**src/rtl/core/dsvb_pkg.sv**
```systemverilog
// Shared types and constants for the depth splat visibility buffer.
package dsvb_pkg;

  localparam int unsigned CoordW   = 14;
  localparam int unsigned RadiusW  = 12;
  localparam int unsigned InDepthW = 32;
  localparam int unsigned SizeW    = 11;
  localparam int unsigned RelW     = 16;
  localparam int unsigned AbsW     = 32;
  localparam int unsigned CfgIdxW  = 3;
  localparam int unsigned CfgDataW = 32;
  localparam int unsigned RsqW     = 2 * RadiusW;

  typedef enum logic [1:0] {
    CMD_CLEAR         = 2'd0,
    CMD_SPLAT_STATIC  = 2'd1,
    CMD_SPLAT_DYNAMIC = 2'd2,
    CMD_TEST          = 2'd3
  } cmd_e;

  typedef enum logic [CfgIdxW-1:0] {
    CFG_IMAGE_WIDTH     = 3'd0,
    CFG_IMAGE_HEIGHT    = 3'd1,
    CFG_STATIC_REL_TOL  = 3'd2,
    CFG_STATIC_ABS_TOL  = 3'd3,
    CFG_DYNAMIC_REL_TOL = 3'd4,
    CFG_DYNAMIC_ABS_TOL = 3'd5
  } cfg_idx_e;

  typedef enum logic [3:0] {
    ST_CLEAR,
    ST_IDLE,
    ST_SETUP,
    ST_SQUARE,
    ST_CRD,
    ST_CWR,
    ST_PRD,
    ST_PWR,
    ST_TRD,
    ST_TMUL,
    ST_TCMP,
    ST_TOUT
  } state_e;

  typedef struct packed {
    logic [InDepthW-1:0] z;
    logic [RelW-1:0]     rel;
    logic [AbsW-1:0]     abs_tol;
    logic [InDepthW-1:0] depth;
  } gate_req_t;

endpackage

```
**src/rtl/core/dsvb_gate.sv**
```systemverilog
// Two-stage depth gate: tolerance multiply, then add and compare.
module dsvb_gate (
  input  logic                clk_i,
  input  logic                load_i,
  input  dsvb_pkg::gate_req_t req_i,
  output logic                pass_o
);

  localparam int unsigned ProdW = dsvb_pkg::InDepthW + 17;
  localparam int unsigned SumW  = ProdW + 1;

  logic [ProdW-1:0]            prod_q;
  logic [dsvb_pkg::AbsW-1:0]   abs_q;
  logic [dsvb_pkg::InDepthW-1:0] depth_q;
  logic [SumW-1:0]             lhs;
  logic [SumW-1:0]             rhs;

  always_ff @(posedge clk_i) begin
    if (load_i) begin
      prod_q  <= ProdW'(req_i.z) * ProdW'({1'b1, req_i.rel});
      abs_q   <= req_i.abs_tol;
      depth_q <= req_i.depth;
    end
  end

  assign lhs    = SumW'({depth_q, 16'h0000});
  assign rhs    = SumW'(prod_q) + SumW'({abs_q, 16'h0000});
  assign pass_o = (lhs <= rhs);

endmodule

```
**config.mk**
```make
export PLATFORM = sky130hd
export DESIGN_NAME = dsvb_gate
export DESIGN_NICKNAME = d
export VERILOG_FILES = /design/src/rtl/core/dsvb_pkg.sv /design/src/rtl/core/dsvb_gate.sv
export SDC_FILE = /design/constraint.sdc
export NUM_CORES = 1
export LEC_CHECK = 0
export ABC_AREA = 0
export BUFFER_PORTS_ARGS = -buffer_cell sky130_fd_sc_hd__buf_2
export CAP_MARGIN = 5
export CORE_AREA = 2 2 280 172
export CTS_BUF_LIST = sky130_fd_sc_hd__clkbuf_8
export DETAILED_ROUTE_END_ITERATION = 16
export DIE_AREA = 0 0 282 174
export PLACE_DENSITY = 0.69
export SLEW_MARGIN = 40
export SYNTH_ARGS = -nofsm -noshare
export SYNTH_HDL_FRONTEND = slang
export SYNTH_SLANG_ARGS = --single-unit
export TNS_END_PERCENT = 30
```
**constraint.sdc**
```tcl
create_clock -name clk_i -period 8 [get_ports clk_i]
set_input_delay 0.8 -clock clk_i [delete_from_list [all_inputs] [get_ports clk_i]]
set_output_delay 0.8 -clock clk_i [all_outputs]
set_load 0.03 [all_outputs]
```
* Word-level counts from Yosys, hierarchy flattened
Cells that the tools add are included.
Storage, ports and cells: register bits after elaboration 113, bits in latches 0, bits in writable memories 0, memory bits (read-only) 0, output and inout port bits 1, memories kept 0
Cells by class: add/subtract/negate cells 1, multiply operators 1, divide/modulo/power cells 0, magnitude comparators 1, eq/ne operators 0, shifts and indexed selects 0, multiplexer cells 0, bitwise operators 0, reductions and logical operators 0
Operator list (count):
- $add 49x48->50 | 1
- $le 48x50->1 | 1
- $mul 32x17->49 | 1

* Longest topological paths before layout
depth after elaboration 2, depth in mapped cells 24, gate-level depth less buffers 23

* Least setup slack after synthesis
No wires, ideal clock.
kind input port to flip-flop, start point in req_i[76] (netlist name), end point reg prod_q[46], data pin, data arrival time 6.351 ns, path slack 1.390 ns, stages on the path 22, cells stage by stage clkbuf_1 -> and2_1 -> fa_1 -> inv_1 -> fa_1 -> inv_1 -> fa_1 -> fa_1 -> fa_1 -> inv_1 -> fa_1 -> inv_1 -> ha_1 -> a21oi_1 -> nor2b_1 -> or3_1 -> a31oi_4 -> a2111o_1 -> a31o_4 -> o311ai_4 -> a221oi_2 -> xnor2_1
Between the ends: longest elaborated chain between the ends 1
RTL lines:
- start: declaration | RTL line dsvb_gate.sv:5 | input dsvb_pkg::gate_req_t req_i,
- $mul 32x17->49 | RTL line dsvb_gate.sv:20 | prod_q <= ProdW'(req_i.z) * ProdW'({1'b1, req_i.rel});
- end signal: assignment | RTL line dsvb_gate.sv:20
- end: declaration | RTL line dsvb_gate.sv:12 | logic [ProdW-1:0] prod_q;
No other way between the ends. A chain may end at the register's enable or synchronous reset.

* Worst setup path after layout
start point in req_i[72] (netlist name), end point reg prod_q[43], data pin
Same word-level chain as after synthesis.

==> results.env <==
VIA_COUNT=17200
WORST-PATH-STAGES=21
CLKTRANSATPATHREGS_PS=80
RSZ0062_AT_GRT='false'
PLACE.PORT_BUFFERS=114
NETLIST_TOP_CELLS_AREA='fa_1 (39%), edfxtp_1 (15%), ha_1 (10%)'
TIMING.CRITICAL_PATH.MAX_DELAY_FAMILY='adder cells'
CRITICAL_PATH.CELL_CHAIN='buf_2, nand2_1, fa_1, inv_1, fa_1, fa_1, fa_1, fa_1, inv_1, fa_1, inv_1, ha_1, nand4_1, nor2_1, inv_1, o211ai_1, a31oi_1, o21ai_1, a21bo_1, a31oi_1, xnor2_1'
SETUP_WS_PS=830.4
WORST_MAX_SLEW_PIN_SLEW_PS=901.5
TIMING.CRITICAL_PATH.SLOWEST_STAGE_CELL='fa_1'
DRTPASS1ITERATIONS=5
FIN_UTIL=0.5235
SLEW_VIOL_FINAL=0
PLACE_CONGESTION=0.9510
GLOBAL_ROUTE_WIRE_LENGTH_BEFORE_REPAIR_MM=99.13
CLOCK_SINKS=113
GLOBAL_ROUTE.USAGE.TOTAL=0.2610
SYNTH_CELL_TYPE_COUNT=68
LAYOUT.FILLER_CELLS=4181
SYNTH.YOSYS.WARNINGS=0
YOSYS_MOST_USED_DFF='edfxtp_1'
HOLD_PATH_DEPTH=1
DRC_ERRORS=0
MOST_FREQUENT_STANDARD_CELL_IN_THE_LAYOUT_EXCLUDING_FILL_AND_TAP_CELLS='inv_1'
TIMING.HOLD.WS_PS=519.2
ROWS=62
CORE_REGION_AREA_MM2=0.04678
DESIGN.DIE.AREA_MM2=0.04907
ROUTED_VIA_DENSITY=5.403
CTS_BUFFER_DEPTH=2
SETUP.WORST_PATH.CLASS='in -> reg'
FINAL_MIN_PERIOD_OVER_CLOCK_PERIOD=0.8962
CLOCK_TREE_FROM_TRITONCTS='yes'
MAXCAPVIOLATIONS=0
FINAL_ANTENNA_NET_COUNT=0
DIODES=0
LAYOUT_MIN_CYCLE_TIME_PS=7170
SYNTH_EDF_COUNT=113
GRT_START_MAX_NET_PINS=70
POSTSYNTHNETCOUNT=3237
START_UTIL=0.4921
HOLD_PATH_STARTPOINT='req_i[61]'
FINAL_CELL_MIX='inv_1 (608), fa_1 (450), nand2_1 (403)'
MIN-DELAY-PATH-CLASS='in -> reg'
ASYNCSETRESETFLOPFRACSYNTH=0
CP.ARRIVAL_PS=7360
CLOCKROOTBUFFER='clkbuf_8'
WIRE_PER_INST_UM=19.14
ROUTED_WIRELENGTH_MM=60.93
SYNTH_AREA_LEADER_CELL='fa_1'
DIE_WIDTH_UM=282
FMAX_MHz=139.5
CRITPATHMOSTFREQUENTCELL='fa_1'
FIRST_GLOBAL_VIAS=18070
WORSTPATHBUFFERINVERTERCOUNT=5
HOLDBUFCOUNTCTS=0
SYNTH.AVG_CELL_AREA_UM2=9.259
SYNTH_SEQUENTIAL_AREA_RATIO=0.1474
DPL.HPWL_MM=49.31
PLACEMENT.SETUP.WORST_SLACK_PS=460.9
HOLD_END='abs_q[29]$_DFFE_PP_'
SYN-CELL-AREA_MM2=0.02302
SYNTHDOMINANTCELLAREASHARE=0.3914
FLOW.AREA_GROWTH_FROM_SYNTHESIS_PCT=6.376
FINAL.SETUP.TNS_PS=0
TIMING.CRITICAL_PATH.SLOWEST_CELL_DELAY_PS=580
CRIT_PATH_MAX_FANOUT=24
SYNTH.FF_LATCH_COUNT=113
WORST-ENDPOINT-REQUIRED_PS=8190
SETUP-VIOLATIONS-FINAL=0
SLEW-LIMIT-HEADROOM=0.3834
CTS_INSERTED_BUFFERS=17
POST_CTS_RESIZED=0
CP-END-KIND='flip-flop'
NUM_IO_PINS=115
RUN_STATUS='finished clean'
FINAL_LAYOUT_SIZE_SUFFIX_GT1_FRAC=0.06800
SYNTHESIS.INSTANCES=2486
GRT_REMAINING_OVERFLOW=0
GRT_ANTENNA_BEFORE_REPAIR=0
HTREEDEPTH=4
LAYOUT.NETS=3282
HOLD_VIOL_FINAL=0
DETAILEDROUTE.FIRSTITERATIONVIOLATIONS=1599
WORST_SETUP_PATH_START_KIND='primary input'
CHIP_HEIGHT_UM=174
POST_CTS.REPAIR.SETUP_BUFFERS=0
-- sequential cells by signal (all words and copies together), names as in the netlist --
name     count
abs_q       32
depth_q     32
prod_q      49
-- cell families after synthesis --
| family | share of synthesized area |
|---|---|
| buffers and inverters | 0.1145 |
| XOR/XNOR | 0.02740 |
| adder cells (fa/ha/maj) | 0.4930 |
| multiplexers | 0.0004349 |
| AO/OA/AOI/OAI | 0.07703 |
| AND/OR/NAND/NOR | 0.1402 |
| flip-flops | 0.1474 |
-- cell type report --
type                            instances  area, um^2  area share
Multi-Input combinational cell       1672       16990      0.6938
Clock buffer                           17       234.0    0.009555
Inverter                              607        2278     0.09305
Tap cell                              640       800.8     0.03270
Clock inverter                         15       168.9    0.006898
Sequential cell                       113        3393      0.1386
Timing Repair Buffer                  120       621.8     0.02540
-- Yosys cell counts, drive strengths merged, types with 27 or more instances --
master / instances
a21o: 37
xnor2: 45
a21oi: 98
o21ai: 46
xor2: 27
fa: 450
and2: 165
nor2: 45
edfxtp: 113
inv: 607
nand2: 403
clkbuf: 92
ha: 187
-- worst max-delay path by stage --
stage          startpoint                   end  slack, ps
4_1_cts         req_i[75]  prod_q[43]$_DFFE_PP_        940
2_1_floorplan   req_i[76]  prod_q[46]$_DFFE_PP_       1390
3_5_place_dp    req_i[75]  prod_q[43]$_DFFE_PP_        460
6_report        req_i[72]  prod_q[43]$_DFFE_PP_        830
3_3_place_gp    req_i[75]  prod_q[43]$_DFFE_PP_        640
5_1_grt         req_i[75]  prod_q[43]$_DFFE_PP_        510
-- routing by layer --
| layer | global-route usage | share of wire |
|---|---|---|
| met5 | 0 | 0 |
| met4 | 0.03856 | 0.011 |
| met3 | 0.08656 | 0.12 |
| met2 | 0.3701 | 0.40 |
| met1 | 0.3947 | 0.46 |
-- metrics by stage --
stage / instances / instance area, um^2
finish: 3184 / 24490
global route: 3184 / 24490
CTS: 3184 / 24480
detailed placement: 3152 / 24080
global placement: 3152 / 24080
floorplan: 2486 / 23020
Power is left out: the tool's default activity adds up to more than one toggle a clock period on the data nets, which glitch-free logic cannot reach.
